`config.mk`:
```
export PLATFORM = sky130hd
export DESIGN_NAME = tone_note_sequencer
export DESIGN_NICKNAME = d
export VERILOG_FILES = /design/src/rtl/tns_pkg.sv /design/src/rtl/tns_divider.sv /design/src/rtl/tns_queue.sv /design/src/rtl/tone_note_sequencer.sv
export SDC_FILE = /design/constraint.sdc
export NUM_CORES = 1
export LEC_CHECK = 0
export BUFFER_PORTS_ARGS = -buffer_cell sky130_fd_sc_hd__buf_2
export CORE_MARGIN = 5
export CORE_UTILIZATION = 60
export CTS_CLUSTER_SIZE = 16
export DETAILED_ROUTE_END_ITERATION = 10
export PLACE_DENSITY = 0.77
export SYNTH_ARGS = -nofsm -noshare
export SYNTH_HDL_FRONTEND = slang
export SYNTH_SLANG_ARGS = --single-unit
```
`constraint.sdc`:
```
create_clock -name clock -period 5.6 [get_ports clock]
set_clock_uncertainty 0.05 [all_clocks]
set_input_delay 1.12 -clock clock [delete_from_list [all_inputs] [get_ports clock]]
set_output_delay 1.12 -clock clock [all_outputs]
set_load 0.1 [all_outputs]
```
`src/rtl/tns_pkg.sv`:
```
// Shared types and constants of the tone note sequencer.
package tns_pkg;

   localparam logic [1:0] ACT_ADD_RAW   = 2'd0;
   localparam logic [1:0] ACT_ADD_TIMED = 2'd1;
   localparam logic [1:0] ACT_TICK      = 2'd2;

   localparam logic CSR_TEMPO = 1'b0;
   localparam logic CSR_DUTY  = 1'b1;

   localparam logic [9:0]  RESET_TEMPO   = 10'd100;
   localparam logic [9:0]  RESET_DUTY    = 10'd500;
   localparam logic [17:0] WHOLE_NOTE_MS = 18'd240000;
   localparam logic [9:0]  TIME_DIV      = 10'd10;

   // divider geometry: 22-bit dividend, 10-bit divisor, one quotient bit per cycle
   localparam int DIV_W  = 22;
   localparam int DVS_W  = 10;
   localparam int STEP_W = 5;
   localparam logic [STEP_W-1:0] STEPS_SHORT = 5'd18;
   localparam logic [STEP_W-1:0] STEPS_LONG  = 5'd22;

   typedef struct packed {
      logic              start;
      logic [DIV_W-1:0]  dividend;   // left aligned: value << (DIV_W - steps)
      logic [DVS_W-1:0]  divisor;
      logic [STEP_W-1:0] steps;
   } div_req_type;

   typedef struct packed {
      logic             done;
      logic [DIV_W-1:0] quotient;
   } div_rsp_type;

   typedef struct packed {
      logic push;
      logic pop;
   } queue_ctl_type;

endpackage

```
`src/rtl/tns_divider.sv`:
```
// Bit-serial restoring divider, one quotient bit per cycle.
module tns_divider
   import tns_pkg::*;
(
   input  logic        clock,
   input  logic        reset,
   input  div_req_type div_req,
   output div_rsp_type div_rsp
);

   logic              busy_ff;
   logic              done_ff;
   logic [STEP_W-1:0] count_ff;
   logic [DVS_W-1:0]  rem_ff;
   logic [DVS_W-1:0]  dvs_ff;
   logic [DIV_W-1:0]  dq_ff;

   logic [DVS_W:0]    shifted;
   logic [DVS_W:0]    diff;
   logic              q_bit;
   logic [DVS_W-1:0]  rem_in;
   logic [DIV_W-1:0]  dq_in;

   always_comb begin
      shifted = {rem_ff, dq_ff[DIV_W-1]};
      diff    = shifted - {1'b0, dvs_ff};
      q_bit   = (shifted >= {1'b0, dvs_ff});
      rem_in  = q_bit ? diff[DVS_W-1:0] : shifted[DVS_W-1:0];
      dq_in   = {dq_ff[DIV_W-2:0], q_bit};
   end

   always_ff @(posedge clock) begin
      if (reset) begin
         busy_ff  <= 1'b0;
         done_ff  <= 1'b0;
         count_ff <= '0;
      end else begin
         done_ff <= !div_req.start && busy_ff && (count_ff == STEP_W'(1));
         if (div_req.start) begin
            busy_ff  <= 1'b1;
            count_ff <= div_req.steps;
         end else if (busy_ff) begin
            count_ff <= count_ff - 1'b1;
            if (count_ff == STEP_W'(1)) begin
               busy_ff <= 1'b0;
            end
         end
      end
   end

   always_ff @(posedge clock) begin
      if (div_req.start) begin
         rem_ff <= '0;
         dvs_ff <= div_req.divisor;
         dq_ff  <= div_req.dividend;
      end else if (busy_ff) begin
         rem_ff <= rem_in;
         dq_ff  <= dq_in;
      end
   end

   assign div_rsp.done     = done_ff;
   assign div_rsp.quotient = dq_ff;

endmodule

```
`src/rtl/tns_queue.sv`:
```
// Note FIFO: circular buffer memory with head, tail and fill count.
module tns_queue
   import tns_pkg::*;
#(
   parameter int DEPTH = 16
) (
   input  logic                         clock,
   input  logic                         reset,
   input  queue_ctl_type                queue_ctl,
   input  logic [31:0]                  wr_data,
   output logic [31:0]                  rd_data,
   output logic [$clog2(DEPTH+1)-1:0]   fill
);

   localparam int IDX_W  = (DEPTH > 1) ? $clog2(DEPTH) : 1;
   localparam int FILL_W = $clog2(DEPTH+1);

   logic [31:0]       mem [DEPTH];
   logic [IDX_W-1:0]  head_ff;
   logic [IDX_W-1:0]  tail_ff;
   logic [FILL_W-1:0] fill_ff;
   logic [31:0]       rd_data_ff;

   function automatic logic [IDX_W-1:0] wrap_inc(input logic [IDX_W-1:0] ptr);
      return (ptr == IDX_W'(DEPTH-1)) ? '0 : ptr + 1'b1;
   endfunction

   always_ff @(posedge clock) begin
      if (reset) begin
         head_ff <= '0;
         tail_ff <= '0;
         fill_ff <= '0;
      end else begin
         if (queue_ctl.push) begin
            tail_ff <= wrap_inc(tail_ff);
            fill_ff <= fill_ff + 1'b1;
         end else if (queue_ctl.pop) begin
            head_ff <= wrap_inc(head_ff);
            fill_ff <= fill_ff - 1'b1;
         end
      end
   end

   always_ff @(posedge clock) begin
      if (queue_ctl.push) begin
         mem[tail_ff] <= wr_data;
      end
      rd_data_ff <= mem[head_ff];
   end

   assign rd_data = rd_data_ff;
   assign fill    = fill_ff;

endmodule

```
`src/rtl/tone_note_sequencer.sv`:
```
// Tone note sequencer: note queue, serial duration divider and tone output.
// add_raw, tick, unused codes and a zero-divider add_timed go from acceptance straight
// to ST_COMMIT, which loads the result once the output register is free.
// add_timed runs three serial divisions (18 + 18 + 22 quotient bits, one per cycle),
// in ST_DIV_WHOLE, ST_DIV_NOTE and ST_DIV_TIME, then loads its result from ST_COMMIT.
// One transaction at a time: next item accepted the cycle after the result is loaded.
// Reset is synchronous: silent, queue empty, tempo 100, duty 500; no clearing pass.
module tone_note_sequencer
   import tns_pkg::*;
#(
   parameter int QUEUE_DEPTH = 16
) (
   input  logic              clock,
   input  logic              reset,
   input  logic              req_valid,
   output logic              req_stall,
   input  logic [1:0]        req_action,
   input  logic [15:0]       req_note_freq,
   input  logic [15:0]       req_delay_ms,
   input  logic signed [7:0] req_note_divider,
   output logic              rsp_valid,
   input  logic              rsp_stall,
   output logic              rsp_accepted,
   output logic              rsp_tone_on,
   output logic [15:0]       rsp_tone_freq,
   output logic [9:0]        rsp_tone_level,
   output logic [4:0]        rsp_queued_count,
   input  logic              csr_write,
   input  logic              csr_index,
   input  logic [9:0]        csr_wdata
);

   localparam int FILL_W = $clog2(QUEUE_DEPTH+1);

   typedef enum logic [2:0] {
      ST_IDLE,
      ST_DIV_WHOLE,
      ST_DIV_NOTE,
      ST_DIV_TIME,
      ST_COMMIT
   } state_type;

   state_type         state_ff;
   logic [9:0]        tempo_ff;
   logic [9:0]        duty_ff;
   logic [1:0]        act_ff;
   logic              reject_ff;
   logic              dotted_ff;
   logic [7:0]        mag_ff;
   logic [15:0]       freq_ff;
   logic [15:0]       ms_ff;
   logic              playing_ff;
   logic [15:0]       cur_freq_ff;
   logic [15:0]       remain_ff;

   logic              rsp_valid_ff;
   logic              rsp_accepted_ff;
   logic              rsp_tone_on_ff;
   logic [15:0]       rsp_tone_freq_ff;
   logic [9:0]        rsp_tone_level_ff;
   logic [4:0]        rsp_queued_count_ff;

   div_req_type       div_req;
   div_rsp_type       div_rsp;
   queue_ctl_type     queue_ctl;
   logic [31:0]       q_rdata;
   logic [FILL_W-1:0] q_fill;

   logic              accept;
   logic              out_free;
   logic              commit;
   logic              is_add;
   logic              is_tick;
   logic              ok_in;
   logic              push_c;
   logic              pop_c;
   logic              playing_in;
   logic [15:0]       cur_freq_in;
   logic [15:0]       remain_in;
   logic [15:0]       rem_dec;
   logic [FILL_W-1:0] fill_in;
   logic [7:0]        mag_in;
   logic [18:0]       dot_len;
   logic [21:0]       scaled;
   logic [15:0]       time_sat;

   assign req_stall = (state_ff != ST_IDLE);
   assign accept    = req_valid && !req_stall;
   assign out_free  = !rsp_valid_ff || !rsp_stall;
   assign commit    = (state_ff == ST_COMMIT) && out_free;
   assign mag_in    = req_note_divider[7] ? 8'(-req_note_divider) : req_note_divider;

   // timed length: dotted adds half, then times nine for the 0.9 factor
   always_comb begin
      dot_len  = {1'b0, div_rsp.quotient[17:0]}
               + (dotted_ff ? {2'b0, div_rsp.quotient[17:1]} : 19'd0);
      scaled   = {dot_len, 3'b000} + {3'b000, dot_len};
      time_sat = (|div_rsp.quotient[21:16]) ? 16'hFFFF : div_rsp.quotient[15:0];
   end

   always_comb begin
      div_req.start    = 1'b0;
      div_req.dividend = {WHOLE_NOTE_MS, 4'b0000};
      div_req.divisor  = (tempo_ff == 10'd0) ? 10'd1 : tempo_ff;
      div_req.steps    = STEPS_SHORT;
      case (state_ff)
         ST_IDLE: begin
            div_req.start = accept && (req_action == ACT_ADD_TIMED)
                          && (req_note_divider != 8'sd0);
         end
         ST_DIV_WHOLE: begin
            div_req.start    = div_rsp.done;
            div_req.dividend = {div_rsp.quotient[17:0], 4'b0000};
            div_req.divisor  = {2'b00, mag_ff};
         end
         ST_DIV_NOTE: begin
            div_req.start    = div_rsp.done;
            div_req.dividend = scaled;
            div_req.divisor  = TIME_DIV;
            div_req.steps    = STEPS_LONG;
         end
         default: begin
         end
      endcase
   end

   always_comb begin
      is_add      = (act_ff == ACT_ADD_RAW) || ((act_ff == ACT_ADD_TIMED) && !reject_ff);
      is_tick     = (act_ff == ACT_TICK);
      rem_dec     = (remain_ff != 16'd0) ? remain_ff - 16'd1 : 16'd0;
      ok_in       = 1'b0;
      push_c      = 1'b0;
      pop_c       = 1'b0;
      playing_in  = playing_ff;
      cur_freq_in = cur_freq_ff;
      remain_in   = remain_ff;
      if (is_add) begin
         if (!playing_ff) begin
            ok_in       = 1'b1;
            playing_in  = 1'b1;
            cur_freq_in = freq_ff;
            remain_in   = ms_ff;
         end else if (q_fill != FILL_W'(QUEUE_DEPTH)) begin
            ok_in  = 1'b1;
            push_c = 1'b1;
         end
      end else if (is_tick && playing_ff) begin
         remain_in = rem_dec;
         if (rem_dec == 16'd0) begin
            if (q_fill != '0) begin
               // head of queue starts at once, not counted down by this tick
               pop_c       = 1'b1;
               cur_freq_in = q_rdata[31:16];
               remain_in   = q_rdata[15:0];
            end else begin
               playing_in  = 1'b0;
               cur_freq_in = 16'd0;
            end
         end
      end
      if (push_c) begin
         fill_in = q_fill + 1'b1;
      end else if (pop_c) begin
         fill_in = q_fill - 1'b1;
      end else begin
         fill_in = q_fill;
      end
      queue_ctl.push = commit && push_c;
      queue_ctl.pop  = commit && pop_c;
   end

   always_ff @(posedge clock) begin
      if (reset) begin
         state_ff     <= ST_IDLE;
         tempo_ff     <= RESET_TEMPO;
         duty_ff      <= RESET_DUTY;
         playing_ff   <= 1'b0;
         cur_freq_ff  <= 16'd0;
         remain_ff    <= 16'd0;
         rsp_valid_ff <= 1'b0;
      end else begin
         if (csr_write) begin
            case (csr_index)
               CSR_TEMPO: tempo_ff <= csr_wdata;
               CSR_DUTY:  duty_ff  <= csr_wdata;
               default: begin
               end
            endcase
         end
         if (rsp_valid_ff && !rsp_stall && !commit) begin
            rsp_valid_ff <= 1'b0;
         end
         case (state_ff)
            ST_IDLE: begin
               if (accept) begin
                  if (div_req.start) begin
                     state_ff <= ST_DIV_WHOLE;
                  end else begin
                     state_ff <= ST_COMMIT;
                  end
               end
            end
            ST_DIV_WHOLE: begin
               if (div_rsp.done) state_ff <= ST_DIV_NOTE;
            end
            ST_DIV_NOTE: begin
               if (div_rsp.done) state_ff <= ST_DIV_TIME;
            end
            ST_DIV_TIME: begin
               if (div_rsp.done) state_ff <= ST_COMMIT;
            end
            ST_COMMIT: begin
               if (out_free) begin
                  state_ff            <= ST_IDLE;
                  playing_ff          <= playing_in;
                  cur_freq_ff         <= cur_freq_in;
                  remain_ff           <= remain_in;
                  rsp_valid_ff        <= 1'b1;
                  rsp_accepted_ff     <= ok_in;
                  rsp_tone_on_ff      <= playing_in;
                  rsp_tone_freq_ff    <= playing_in ? cur_freq_in : 16'd0;
                  rsp_tone_level_ff   <= playing_in ? duty_ff : 10'd0;
                  rsp_queued_count_ff <= 5'(fill_in);
               end
            end
            default: begin
               state_ff <= ST_IDLE;
            end
         endcase
      end
   end

   // transaction fields; payload registers carry no reset
   always_ff @(posedge clock) begin
      if (accept) begin
         act_ff    <= req_action;
         reject_ff <= (req_note_divider == 8'sd0);
         dotted_ff <= req_note_divider[7];
         mag_ff    <= mag_in;
         freq_ff   <= req_note_freq;
         ms_ff     <= req_delay_ms;
      end else if ((state_ff == ST_DIV_TIME) && div_rsp.done) begin
         ms_ff <= time_sat;
      end
   end

   tns_divider u_divider (
      .clock   (clock),
      .reset   (reset),
      .div_req (div_req),
      .div_rsp (div_rsp)
   );

   tns_queue #(
      .DEPTH (QUEUE_DEPTH)
   ) u_queue (
      .clock     (clock),
      .reset     (reset),
      .queue_ctl (queue_ctl),
      .wr_data   ({freq_ff, ms_ff}),
      .rd_data   (q_rdata),
      .fill      (q_fill)
   );

   assign rsp_valid        = rsp_valid_ff;
   assign rsp_accepted     = rsp_accepted_ff;
   assign rsp_tone_on      = rsp_tone_on_ff;
   assign rsp_tone_freq    = rsp_tone_freq_ff;
   assign rsp_tone_level   = rsp_tone_level_ff;
   assign rsp_queued_count = rsp_queued_count_ff;

endmodule

```
==> results of run 1 <==
power breakdown:
group | switching [mW] | internal [mW] | total, mW
clock network | 2.08 | 2.80 | 4.88
registers | 0.204 | 6.17 | 6.37
logic | 1.12 | 0.655 | 1.78
total | 3.40 | 9.62 | 13.0
registers in the layout, summed over array words and instances, names as in the netlist, 2 cells and up:
name                flops
u_queue.fill            5
cur_freq_ff            16
rsp_tone_freq          16
u_queue.tail_ff         4
remain_ff              16
freq_ff                16
u_divider.count_ff      5
ms_ff                  16
u_divider.dq_ff        22
tempo_ff               10
u_queue.mem           512
mag_ff                  8
act_ff                  2
u_divider.rem_ff       10
u_queue.head_ff         4
rsp_tone_level         10
rsp_queued_count        5
state_ff                3
u_divider.dvs_ff       10
duty_ff                10
u_queue.rd_data        32
cell usage after synthesis, types with 17 or more instances:
library cell | instances | area share [%]
sky130_fd_sc_hd__nand2_1 | 129 | 1.5
sky130_fd_sc_hd__ha_1 | 54 | 2.2
sky130_fd_sc_hd__a22oi_1 | 22 | 0.53
sky130_fd_sc_hd__nand3_1 | 85 | 1.4
sky130_fd_sc_hd__and2_1 | 32 | 0.64
sky130_fd_sc_hd__mux4_2 | 160 | 11
sky130_fd_sc_hd__nor3_1 | 48 | 0.77
sky130_fd_sc_hd__inv_1 | 43 | 0.51
sky130_fd_sc_hd__o21ai_0 | 57 | 0.91
sky130_fd_sc_hd__a21oi_1 | 100 | 1.6
sky130_fd_sc_hd__dfxtp_1 | 119 | 7.6
sky130_fd_sc_hd__xor2_1 | 17 | 0.47
sky130_fd_sc_hd__clkbuf_1 | 80 | 0.96
sky130_fd_sc_hd__o221ai_1 | 17 | 0.47
sky130_fd_sc_hd__edfxtp_1 | 621 | 59
sky130_fd_sc_hd__xnor2_1 | 39 | 1.1
sky130_fd_sc_hd__nor2_1 | 117 | 1.4
sky130_fd_sc_hd__buf_1 | 20 | 0.24
per-stage QoR:
step                utilization (%)  cells  hold WS, ns  cell area [sq um]  total power [mW]
finish                         68.2   2862        0.407              35200              13.0
global route                   68.2   2862        0.412              35200              13.5
CTS                            68.2   2862        0.406              35200              13.1
detailed placement             63.6   2726        0.397              32800              8.21
global placement               63.6   2726        0.391              32800              8.15
floorplan                         -   2022        0.382              31400              7.73
worst register-to-register path, stage by stage (launching register included):
cell	delay [ns]
sky130_fd_sc_hd__edfxtp_1	0.60
sky130_fd_sc_hd__and2_1	0.25
sky130_fd_sc_hd__ha_1	0.34
sky130_fd_sc_hd__and3_1	0.21
sky130_fd_sc_hd__a221o_1	0.36
sky130_fd_sc_hd__o41ai_1	0.52
sky130_fd_sc_hd__o21ai_0	0.29
sky130_fd_sc_hd__a31oi_1	0.31
sky130_fd_sc_hd__xnor2_1	0.20
sky130_fd_sc_hd__ha_1	0.33
sky130_fd_sc_hd__a21o_1	0.19
sky130_fd_sc_hd__a21o_1	0.17
sky130_fd_sc_hd__a21oi_1	0.18
sky130_fd_sc_hd__o21ba_2	0.19
sky130_fd_sc_hd__o221ai_1	0.18
sky130_fd_sc_hd__o21ai_0	0.26
sky130_fd_sc_hd__xnor2_1	0.15
sky130_fd_sc_hd__o22ai_1	0.09
cell usage in the layout, fill, tap and decap left out, types with 14 or more instances in the layout:
cell / count
sky130_fd_sc_hd__nand3_1: 85
sky130_fd_sc_hd__nand2_1: 129
sky130_fd_sc_hd__o22a_1: 16
sky130_fd_sc_hd__ha_1: 54
sky130_fd_sc_hd__buf_2: 92
sky130_fd_sc_hd__dfxtp_1: 115
sky130_fd_sc_hd__edfxtp_1: 621
sky130_fd_sc_hd__clkbuf_1: 24
sky130_fd_sc_hd__inv_1: 43
sky130_fd_sc_hd__nor4_1: 14
sky130_fd_sc_hd__o21ai_0: 56
sky130_fd_sc_hd__clkbuf_16: 74
sky130_fd_sc_hd__buf_4: 36
sky130_fd_sc_hd__and2_1: 32
sky130_fd_sc_hd__nor3_1: 41
sky130_fd_sc_hd__nor2_1: 104
sky130_fd_sc_hd__mux2i_1: 14
sky130_fd_sc_hd__o221ai_1: 17
sky130_fd_sc_hd__o211a_1: 16
sky130_fd_sc_hd__xnor2_1: 39
sky130_fd_sc_hd__a21oi_1: 99
sky130_fd_sc_hd__a22oi_1: 22
sky130_fd_sc_hd__mux4_2: 160
sky130_fd_sc_hd__xor2_1: 17
layout make-up:
class / count / area, sq um / share of cell area (%)
Sequential cell: 740 / 21000 / 59.9
Multi-Input combinational cell: 1132 / 9910 / 28.2
Clock buffer: 101 / 1980 / 5.64
Tap cell: 680 / 851 / 2.42
Timing Repair Buffer: 131 / 791 / 2.25
Clock inverter: 35 / 419 / 1.19
Inverter: 43 / 161 / 0.459
worst max path at each step:
stage                     startpoint                   to  cells after the start
after global placement     dotted_ff  u_divider.dq_ff[21]                     17
after global routing       dotted_ff  u_divider.dq_ff[21]                     17
after floorplan            rsp_stall    u_queue.mem[3][0]                      5
after detailed placement   dotted_ff  u_divider.dq_ff[20]                     17
after CTS                  dotted_ff  u_divider.dq_ff[20]                     17
final                      dotted_ff  u_divider.dq_ff[20]                     17
cells by family after synthesis:
logic type | count (synthesis)
adders and majority gates | 57
muxes | 174
DFF | 740
buffers and inverters | 150
and+or+nand+nor | 510
xor gates and xnor gates | 56
AOI/OAI and AO/OA | 335
metal layers:
metal,up-vias,share of wire (%),track usage [%]
met5,-,0,0
met4,0,3.1,7.70
met3,186,7.2,4.27
met2,955,52,45.3
met1,9487,38,34.5
li1,8215,-,-
==> reports/metrics.yaml, run 1 <==
slew_headroom_pct: 7.83
route.detailed.vias_per_inst: 6.58
synth_top_family_by_area: "multiplexers"
grt_start_max_net_pins: 80
number_of_buffers_inserted_during_clock_tree_synthesis: 73
grt_antenna_before_repair: 0
layout_min_cycle_time_ns: 5.13
dpl.hpwl_um: 42500
ys_seq_elements: 740
clock_transition_time_at_the_flip_flop_clock_pins_of_the_worst_setup_and_hold_paths_ns: 0.06
worstMarginPinSlew_ns: 1.38
globalRouteTotalUtil_pct: 26.1
antennaDiodeCount: 0
clock_sink_count: 740
worst_r2r_start: "dotted_ff"
number_of_buffers_and_inverters_on_the_critical_path: 0
hp-start: "duty_ff[9]"
num-fill-cells: 3350
cts_tree: "yes"
number_of_global_route_vias_before_repair: 19275
synth_warnings: 0
drtPass1Iterations: 6
postSynthAreaPerCell_sq_um: 15.5
synth_compound_area_share_pct: 7.31
cap_viol_max_count: 0
synth_enable_flop_cells: 621
pwrdens_mw_per_mm2: 370
worst_r2r_endpoint: "u_divider.dq_ff[20]"
synthCells: 2022
final_layout_size_suffix_gt1_share_pct: 20.2
ant_nets: 0
num_vias: 18843
cp_top_family: "compound AO/OA/AOI/OAI gates"
chipWidth_um: 239
global_route.overflow_total: 0
flow.area_growth_from_synthesis_pct: 12.1
worst-r2r-cell-count: 17
final-hold-violation-count: 0
setup_violations: 0
static-leakage-power_nw: 11.7
criticalPathCategory: "flop to flop"
synth_top_flop_cell: "sky130_fd_sc_hd__edfxtp_1"
timing.setup.tns_ns: 0
fraction_of_the_mapped_netlist_area_in_simple_logic_gates_pct: 7.97
timing.hold.worst_path_depth: 2
max_clock_buf_depth: 3
critPathCaptureType: "flop"
xor_xnor_share_of_the_synthesized_area_pct: 1.56
cp_slowest_cell: "sky130_fd_sc_hd__edfxtp_1"
clk_root_buffer_cell: "sky130_fd_sc_hd__clkbuf_16"
muxShareOfSynthArea_pct: 11.9
cp.arrival_ns: 5.44
place_worst_setup_slack_ns: 0.590
floorplan.die_area_sq_mm: 0.0569
run_status: "completed"
cp-start-kind: "flop"
timing.final.max_slew_violations: 0
floorplan.die.height_um: 239
ff2ff_setup_slack_ns: 0.47
detail_route.wirelength_um: 74000
rsz0062_at_grt: "no"
synth_sequential_area_ratio_pct: 67.0
hold-path-endpoint: "duty_ff[9]"
initial_core_utilization_pct: 60.9
place_congestion: 0.890
hold_path.class: "flop to flop"
achievable-frequency_ghz: 0.195
min_period_over_period_pct: 91.7
grt_first_pass_wirelength_um: 114000
critical_path.max_fanout: 17
syn_area_sq_mm: 0.0314
cp_max_stage_delay_ns: 0.60
placement_rows: 83
cts.htree.levels: 3
worst_ir_drop_vdd_uv: 292
core-area_sq_mm: 0.0515
layout.nets: 2236
worst-endpoint-required_ns: 5.91
critical_path.cell_chain: "and2_1 -> ha_1 -> and3_1 -> a221o_1 -> o41ai_1 -> o21ai_0 -> a31oi_1 -> xnor2_1 -> ha_1 -> a21o_1 -> a21o_1 -> a21oi_1 -> o21ba_2 -> o221ai_1 -> o21ai_0 -> xnor2_1 -> o22ai_1"
postCtsSetupBuffers: 0
cts_resized: 0
synthAdderAreaFrac_pct: 2.35
top_level_pins: 93
synthDistinctLibCells: 76
drt_drc_violations_left: 0
postCtsHoldBufs: 0
wl_per_cell_um: 25.9
fin_ws_ns: 0.465
place.port_buffers: 92
worst_skew_pair.late_latency_ns: 0.62
dr.first_iter.drc_count: 2149
synth.net_count: 2137
asyncSetResetFlopFracSynth_pct: 0
Note: power is estimated with default switching activity, not from simulation.
==> run 2: changes to the inputs <==
--- a/config.mk
+++ b/config.mk
@@ -6,7 +6,6 @@
 export NUM_CORES = 1
 export LEC_CHECK = 0
 export BUFFER_PORTS_ARGS = -buffer_cell sky130_fd_sc_hd__buf_2
-export CORE_MARGIN = 5
 export CORE_UTILIZATION = 60
 export CTS_CLUSTER_SIZE = 16
 export DETAILED_ROUTE_END_ITERATION = 10
==> reports/metrics.yaml, run 2 (synthesis results as in run 1) <==
floorplan.die.height_um: 231  # was 239 um
worst_r2r_start: "dotted_ff"  # unchanged
layout.cells.non_filler: 2865  # was 2862
cts_resized: 0  # unchanged
grt_first_pass_wirelength_um: 113000  # was 114000 um
antennaDiodeCount: 0  # unchanged
total_non_filler_cell_area_in_the_finished_layout_sq_mm: 0.0352  # about the same
leading_cell_type_in_the_layout_fill_and_taps_excluded: "sky130_fd_sc_hd__edfxtp_1"  # unchanged
top_level_pins: 93  # unchanged
postCtsSetupBuffers: 0  # unchanged
critical_path.endpoint: "u_divider.dq_ff[21]"  # was u_divider.dq_ff[20]
worst_r2r_endpoint: "u_divider.dq_ff[21]"  # was u_divider.dq_ff[20]
floorplan.die_area_sq_mm: 0.0532  # was 0.0569 sq mm
worstMarginPinSlew_ns: 1.30  # was 1.38 ns
drt_drc_violations_left: 0  # unchanged
clock_sink_count: 740  # unchanged
placement_rows: 83  # unchanged
timing.final.max_slew_violations: 0  # unchanged
final_layout_size_suffix_gt1_share_pct: 20.3  # was 20.2%
grt_start_max_net_pins: 69  # was 80
total_power_mw: 13.0  # about the same
min_period_over_period_pct: 89.7  # was 91.7%
fin_ws_ns: 0.577  # was 0.465 ns
worst_ir_drop_vdd_uv: 389  # was 292 uV
largest_register: "u_queue.mem"  # unchanged
globalRouteTotalUtil_pct: 28.7  # was 26.1%
dpl.hpwl_um: 44200  # was 42500 um
drtPass1Iterations: 6  # unchanged
hold_path.class: "flop to flop"  # unchanged
chipWidth_um: 231  # was 239 um
worst_skew_pair.late_latency_ns: 0.62  # about the same
clock_transition_time_at_the_flip_flop_clock_pins_of_the_worst_setup_and_hold_paths_ns: 0.06  # about the same
postPlaceCellArea_sq_mm: 0.0328  # about the same
cts.htree.levels: 3  # unchanged
wl_per_cell_um: 26.1  # was 25.9 um
initial_core_utilization_pct: 60.9  # unchanged
final_core_utilization_pct: 68.4  # was 68.2%
timing.setup.tns_ns: 0  # unchanged
run_status: "completed"  # unchanged
dp.cells: 2727  # was 2726
num_vias: 18773  # was 18843
static-leakage-power_nw: 11.7  # about the same
detail_route.wirelength_um: 74700  # was 74000 um
number_of_flip_flops_in_the_largest_register: 512  # unchanged
grt_antenna_before_repair: 0  # unchanged
postCtsHoldBufs: 0  # unchanged
cts_tree: "yes"  # unchanged
cp-start-kind: "flop"  # unchanged
place.port_buffers: 92  # unchanged
achievable-frequency_ghz: 0.199  # was 0.195 GHz
rsz0062_at_grt: "no"  # unchanged
max_clock_buf_depth: 3  # unchanged
place_worst_setup_slack_ns: 0.582  # was 0.590 ns
slew_headroom_pct: 12.7  # was 7.83%
worstSetupStartpoint: "dotted_ff"  # unchanged
ff2ff_setup_slack_ns: 0.58  # was 0.47 ns
critical_path.max_fanout: 17  # unchanged
layout_min_cycle_time_ns: 5.02  # was 5.13 ns
setup_violations: 0  # unchanged
final-hold-violation-count: 0  # unchanged
critPathCaptureType: "flop"  # unchanged
dr.first_iter.drc_count: 1911  # was 2149
layout.nets: 2238  # was 2236
global_route.overflow_total: 0  # unchanged
worst-endpoint-required_ns: 5.91  # about the same
cp.arrival_ns: 5.33  # was 5.44 ns
place_congestion: 0.892  # was 0.890
flow.area_growth_from_synthesis_pct: 12.3  # was 12.1%
number_of_buffers_inserted_during_clock_tree_synthesis: 74  # was 73
layout.cells.most_common_list: "sky130_fd_sc_hd__edfxtp_1 (621), sky130_fd_sc_hd__mux4_2 (160), sky130_fd_sc_hd__nand2_1 (129), sky130_fd_sc_hd__dfxtp_1 (115), sky130_fd_sc_hd__nor2_1 (103)"  # was sky130_fd_sc_hd__edfxtp_1 (621), sky130_fd_sc_hd__mux4_2 (160), sky130_fd_sc_hd__nand2_1 (129), sky130_fd_sc_hd__dfxtp_1 (115), sky130_fd_sc_hd__nor2_1 (104)
number_of_global_route_vias_before_repair: 18785  # was 19275
criticalPathCategory: "flop to flop"  # unchanged
cap_viol_max_count: 0  # unchanged
core-area_sq_mm: 0.0515  # unchanged
route.detailed.vias_per_inst: 6.55  # was 6.58
ant_nets: 0  # unchanged
clk_root_buffer_cell: "sky130_fd_sc_hd__clkbuf_16"  # unchanged
worst-r2r-cell-count: 17  # unchanged
num-fill-cells: 3393  # was 3350
worst_hold_slack_ns: 0.403  # was 0.407 ns
pwrdens_mw_per_mm2: 370  # about the same
==> run 2: changes by cell type in the layout (fill, tap and decap cells not counted), sizes merged <==
cell / delta
clkinv: -5
inv: -1
clkbuf: +11
buf: +1
bufinv: -3
==> run 2: layout make-up <==
class / instances / area [sq um] / share of cell area [%]
sequential: 740 / 21000 / 59.7
multi-input combinational: 1132 / 9910 / 28.1
clock buffer: 112 / 2160 / 6.13
tap: 680 / 851 / 2.42
timing repair buffer: 132 / 848 / 2.41
clock inverter: 26 / 246 / 0.700
inverter: 43 / 161 / 0.458
==> run 2: worst min-delay path by stage <==
| stage | slack, ns | startpoint | cells after the start | endpoint |
|---|---|---|---|---|
| finish | 0.40 | duty_ff[0] | 2 | duty_ff[0] |
| global route | 0.43 | u_queue.rd_data[2] | 2 | remain_ff[2] |
| CTS | 0.40 | duty_ff[0] | 2 | duty_ff[0] |
| detailed placement | 0.40 | duty_ff[0] | 2 | duty_ff[0] |
| global placement | 0.39 | duty_ff[3] | 2 | duty_ff[3] |
| floorplan | 0.38 | duty_ff[0] | 2 | duty_ff[0] |
==> run 2: report_power, final <==
| group | switching (mW) | internal (mW) | leakage (nW) | total (mW) |
|---|---|---|---|---|
| sequential | 0.204 | 6.17 | 6.56 | 6.37 |
| combinational | 1.12 | 0.657 | 3.98 | 1.78 |
| clock | 2.07 | 2.82 | 1.17 | 4.89 |
==> run 2: routing by layer <==
layer / GRT usage (%) / share of wire (%) / up-vias / wire length (um)
met1: 37.8 / 39 / 9507 / 28800
met2: 49.1 / 51 / 884 / 38500
met4: 9.06 / 2.8 / 0 / 2090
met5: 0 / 0 / - / 0
met3: 4.51 / 7.2 / 164 / 5360
li1: - / - / 8218 / -
==> run 2: critical path: stages, from the launching register on <==
cell,delay (ns)
sky130_fd_sc_hd__edfxtp_1,0.59
sky130_fd_sc_hd__and2_1,0.24
sky130_fd_sc_hd__ha_1,0.34
sky130_fd_sc_hd__and3_1,0.21
sky130_fd_sc_hd__a221o_1,0.35
sky130_fd_sc_hd__o41ai_1,0.49
sky130_fd_sc_hd__o21ai_0,0.29
sky130_fd_sc_hd__a31oi_1,0.30
sky130_fd_sc_hd__xnor2_1,0.20
sky130_fd_sc_hd__ha_1,0.34
sky130_fd_sc_hd__a21o_1,0.18
sky130_fd_sc_hd__a21o_1,0.17
sky130_fd_sc_hd__a21oi_1,0.17
sky130_fd_sc_hd__o21ba_2,0.18
sky130_fd_sc_hd__o2111ai_1,0.10
sky130_fd_sc_hd__a21oi_1,0.23
sky130_fd_sc_hd__nor3b_1,0.08
sky130_fd_sc_hd__o31a_1,0.24
==> run 3: changes to the inputs <==
--- a/config.mk
+++ b/config.mk
@@ -9,7 +9,7 @@
 export CORE_UTILIZATION = 60
 export CTS_CLUSTER_SIZE = 16
 export DETAILED_ROUTE_END_ITERATION = 10
-export PLACE_DENSITY = 0.77
+export PLACE_DENSITY = 0.78
 export SYNTH_ARGS = -nofsm -noshare
 export SYNTH_HDL_FRONTEND = slang
 export SYNTH_SLANG_ARGS = --single-unit
==> reports/metrics.yaml, run 3 (synthesis results as in run 1) <==
place.port_buffers: 92  # unchanged
drt_drc_violations_left: 0  # unchanged
wl_per_cell_um: 26.4  # was 26.1 um
final_layout_size_suffix_gt1_share_pct: 20.1  # was 20.3%
grt_start_max_net_pins: 88  # was 69
layout.nets: 2235  # was 2238
grt_antenna_before_repair: 2  # was 0
postCtsHoldBufs: 0  # unchanged
run_status: "completed"  # unchanged
timing.final.max_slew_violations: 0  # unchanged
route.detailed.vias_per_inst: 6.64  # was 6.55
globalRouteTotalUtil_pct: 28.9  # was 28.7%
final-hold-violation-count: 0  # unchanged
postCtsSetupBuffers: 0  # unchanged
cts.htree.levels: 3  # unchanged
critical_path.cell_chain: "and2_1 -> ha_1 -> fa_1 -> a211oi_1 -> o21bai_1 -> a211oi_1 -> o21ai_0 -> a211oi_1 -> nor2_1 -> ha_1 -> a21o_1 -> a21oi_1 -> o21ba_2 -> o2111ai_1 -> a21oi_1 -> nor3b_1 -> o31a_1"  # was and2_1 -> ha_1 -> and3_1 -> a221o_1 -> o41ai_1 -> o21ai_0 -> a31oi_1 -> xnor2_1 -> ha_1 -> a21o_1 -> a21o_1 -> a21oi_1 -> o21ba_2 -> o2111ai_1 -> a21oi_1 -> nor3b_1 -> o31a_1
number_of_flip_flops_in_the_largest_register: 512  # unchanged
cts_resized: 0  # unchanged
setup_violations: 0  # unchanged
layout_min_cycle_time_ns: 5.00  # was 5.02 ns
chipWidth_um: 231  # unchanged
number_of_buffers_inserted_during_clock_tree_synthesis: 73  # was 74
place_congestion: 0.881  # was 0.892
clock_transition_time_at_the_flip_flop_clock_pins_of_the_worst_setup_and_hold_paths_ns: 0.06  # about the same
core-area_sq_mm: 0.0515  # unchanged
largest_register: "u_queue.mem"  # unchanged
cp-start-kind: "flop"  # unchanged
critical_path.max_fanout: 17  # unchanged
criticalPathCategory: "flop to flop"  # unchanged
floorplan.die.height_um: 231  # unchanged
flow.area_growth_from_synthesis_pct: 12.0  # was 12.3%
worst_skew_pair.late_latency_ns: 0.61  # was 0.62 ns
dr.first_iter.drc_count: 2333  # was 1911
max_clock_buf_depth: 3  # unchanged
clk_root_buffer_cell: "sky130_fd_sc_hd__clkbuf_16"  # unchanged
dp.cells: 2725  # was 2727
cp_max_stage_delay_ns: 0.60  # was 0.59 ns
num-fill-cells: 3376  # was 3393
timing.setup.tns_ns: 0  # unchanged
cts_tree: "yes"  # unchanged
drtPass1Iterations: 7  # was 6
initial_core_utilization_pct: 60.9  # unchanged
hold_path.class: "flop to flop"  # unchanged
leading_cell_type_in_the_layout_fill_and_taps_excluded: "sky130_fd_sc_hd__edfxtp_1"  # unchanged
ant_nets: 0  # unchanged
layout.cells.non_filler: 2860  # was 2865
static-leakage-power_nw: 11.7  # about the same
cp.arrival_ns: 5.30  # was 5.33 ns
achievable-frequency_ghz: 0.200  # was 0.199 GHz
layout.cells.most_common_list: "sky130_fd_sc_hd__edfxtp_1 (621), sky130_fd_sc_hd__mux4_2 (160), sky130_fd_sc_hd__nand2_1 (129), sky130_fd_sc_hd__dfxtp_1 (115), sky130_fd_sc_hd__nor2_1 (104)"  # was sky130_fd_sc_hd__edfxtp_1 (621), sky130_fd_sc_hd__mux4_2 (160), sky130_fd_sc_hd__nand2_1 (129), sky130_fd_sc_hd__dfxtp_1 (115), sky130_fd_sc_hd__nor2_1 (103)
detail_route.wirelength_um: 75400  # was 74700 um
grt_first_pass_wirelength_um: 114000  # was 113000 um
dpl.hpwl_um: 42800  # was 44200 um
floorplan.die_area_sq_mm: 0.0532  # unchanged
critPathCaptureType: "flop"  # unchanged
number_of_global_route_vias_before_repair: 19285  # was 18785
num_vias: 18993  # was 18773
placement_rows: 83  # unchanged
worstMarginPinSlew_ns: 1.36  # was 1.30 ns
crit_path_frequent_cell: "sky130_fd_sc_hd__a211oi_1"
clock_sink_count: 740  # unchanged
cp_slowest_cell: "sky130_fd_sc_hd__a211oi_1"  # was sky130_fd_sc_hd__edfxtp_1
top_level_pins: 93  # unchanged
slew_headroom_pct: 8.77  # was 12.7%
min_period_over_period_pct: 89.2  # was 89.7%
cap_viol_max_count: 0  # unchanged
worst-endpoint-required_ns: 5.90  # was 5.91 ns
pwrdens_mw_per_mm2: 373  # was 370 mW/mm^2
rsz0062_at_grt: "no"  # unchanged
worst_ir_drop_vdd_uv: 282  # was 389 uV
postPlaceCellArea_sq_mm: 0.0327  # was 0.0328 sq mm
area.sequential_sq_mm: 0.0210  # unchanged
total_non_filler_cell_area_in_the_finished_layout_sq_mm: 0.0351  # was 0.0352 sq mm
multi_input_combinational_cell_area_sq_mm: 0.00991  # about the same
global_route.overflow_total: 0  # unchanged
run 3: path summary, 6_finish.rpt:
check / slack (ns) / start / depth (start not counted) / endpoint
min reg2reg: 0.41 / duty_ff[9] / 2 / duty_ff[9]
max: 0.60 / dotted_ff / 17 / u_divider.dq_ff[21]
min: 0.41 / duty_ff[9] / 2 / duty_ff[9]
max reg2reg: 0.60 / dotted_ff / 17 / u_divider.dq_ff[21]
run 3: cell type report:
class | count | share of cell area, %
Tap cell | 680 | 2.42
Multi-Input combinational cell | 1132 | 28.2
Clock buffer | 98 | 5.70
Clock inverter | 36 | 1.12
Inverter | 43 | 0.459
Timing Repair Buffer | 130 | 2.23
Sequential cell | 740 | 59.9
Antenna cell | 1 | 0.00712
run 3: worst max-delay path, delay by kind of cell (launching register included):
family,cells,cell delay (ns)
AO/OA/AOI/OAI,11,2.65
adder cells (fa/ha/maj),3,1.00
flip-flops,1,0.58
AND/OR/NAND/NOR,3,0.44
run 3: metal layers:
metal	GRT usage [%]	vias up	routed length, um
met5	0	-	0
met2	49.4	1019	38600
li1	-	8190	-
met4	11.2	0	2770
met3	4.21	198	5280
met1	37.5	9586	28800
run 3: where the power goes:
group | switching (mW) | total, mW | leakage [nW] | internal, mW
Clock | 2.07 | 4.96 | 1.16 | 2.89
Sequential | 0.208 | 6.37 | 6.56 | 6.17
Combinational | 1.13 | 1.78 | 3.96 | 0.654
run 3: through the flow:
stage	utilization (%)	power [mW]	setup slack, ns	hold WS (ns)
floorplan	-	7.73	1.06	0.382
global placement	63.6	8.16	0.731	0.390
detailed placement	63.6	8.22	0.658	0.398
CTS	68.2	13.1	0.629	0.406
global route	68.2	13.5	0.280	0.430
finish	68.2	13.1	0.603	0.406
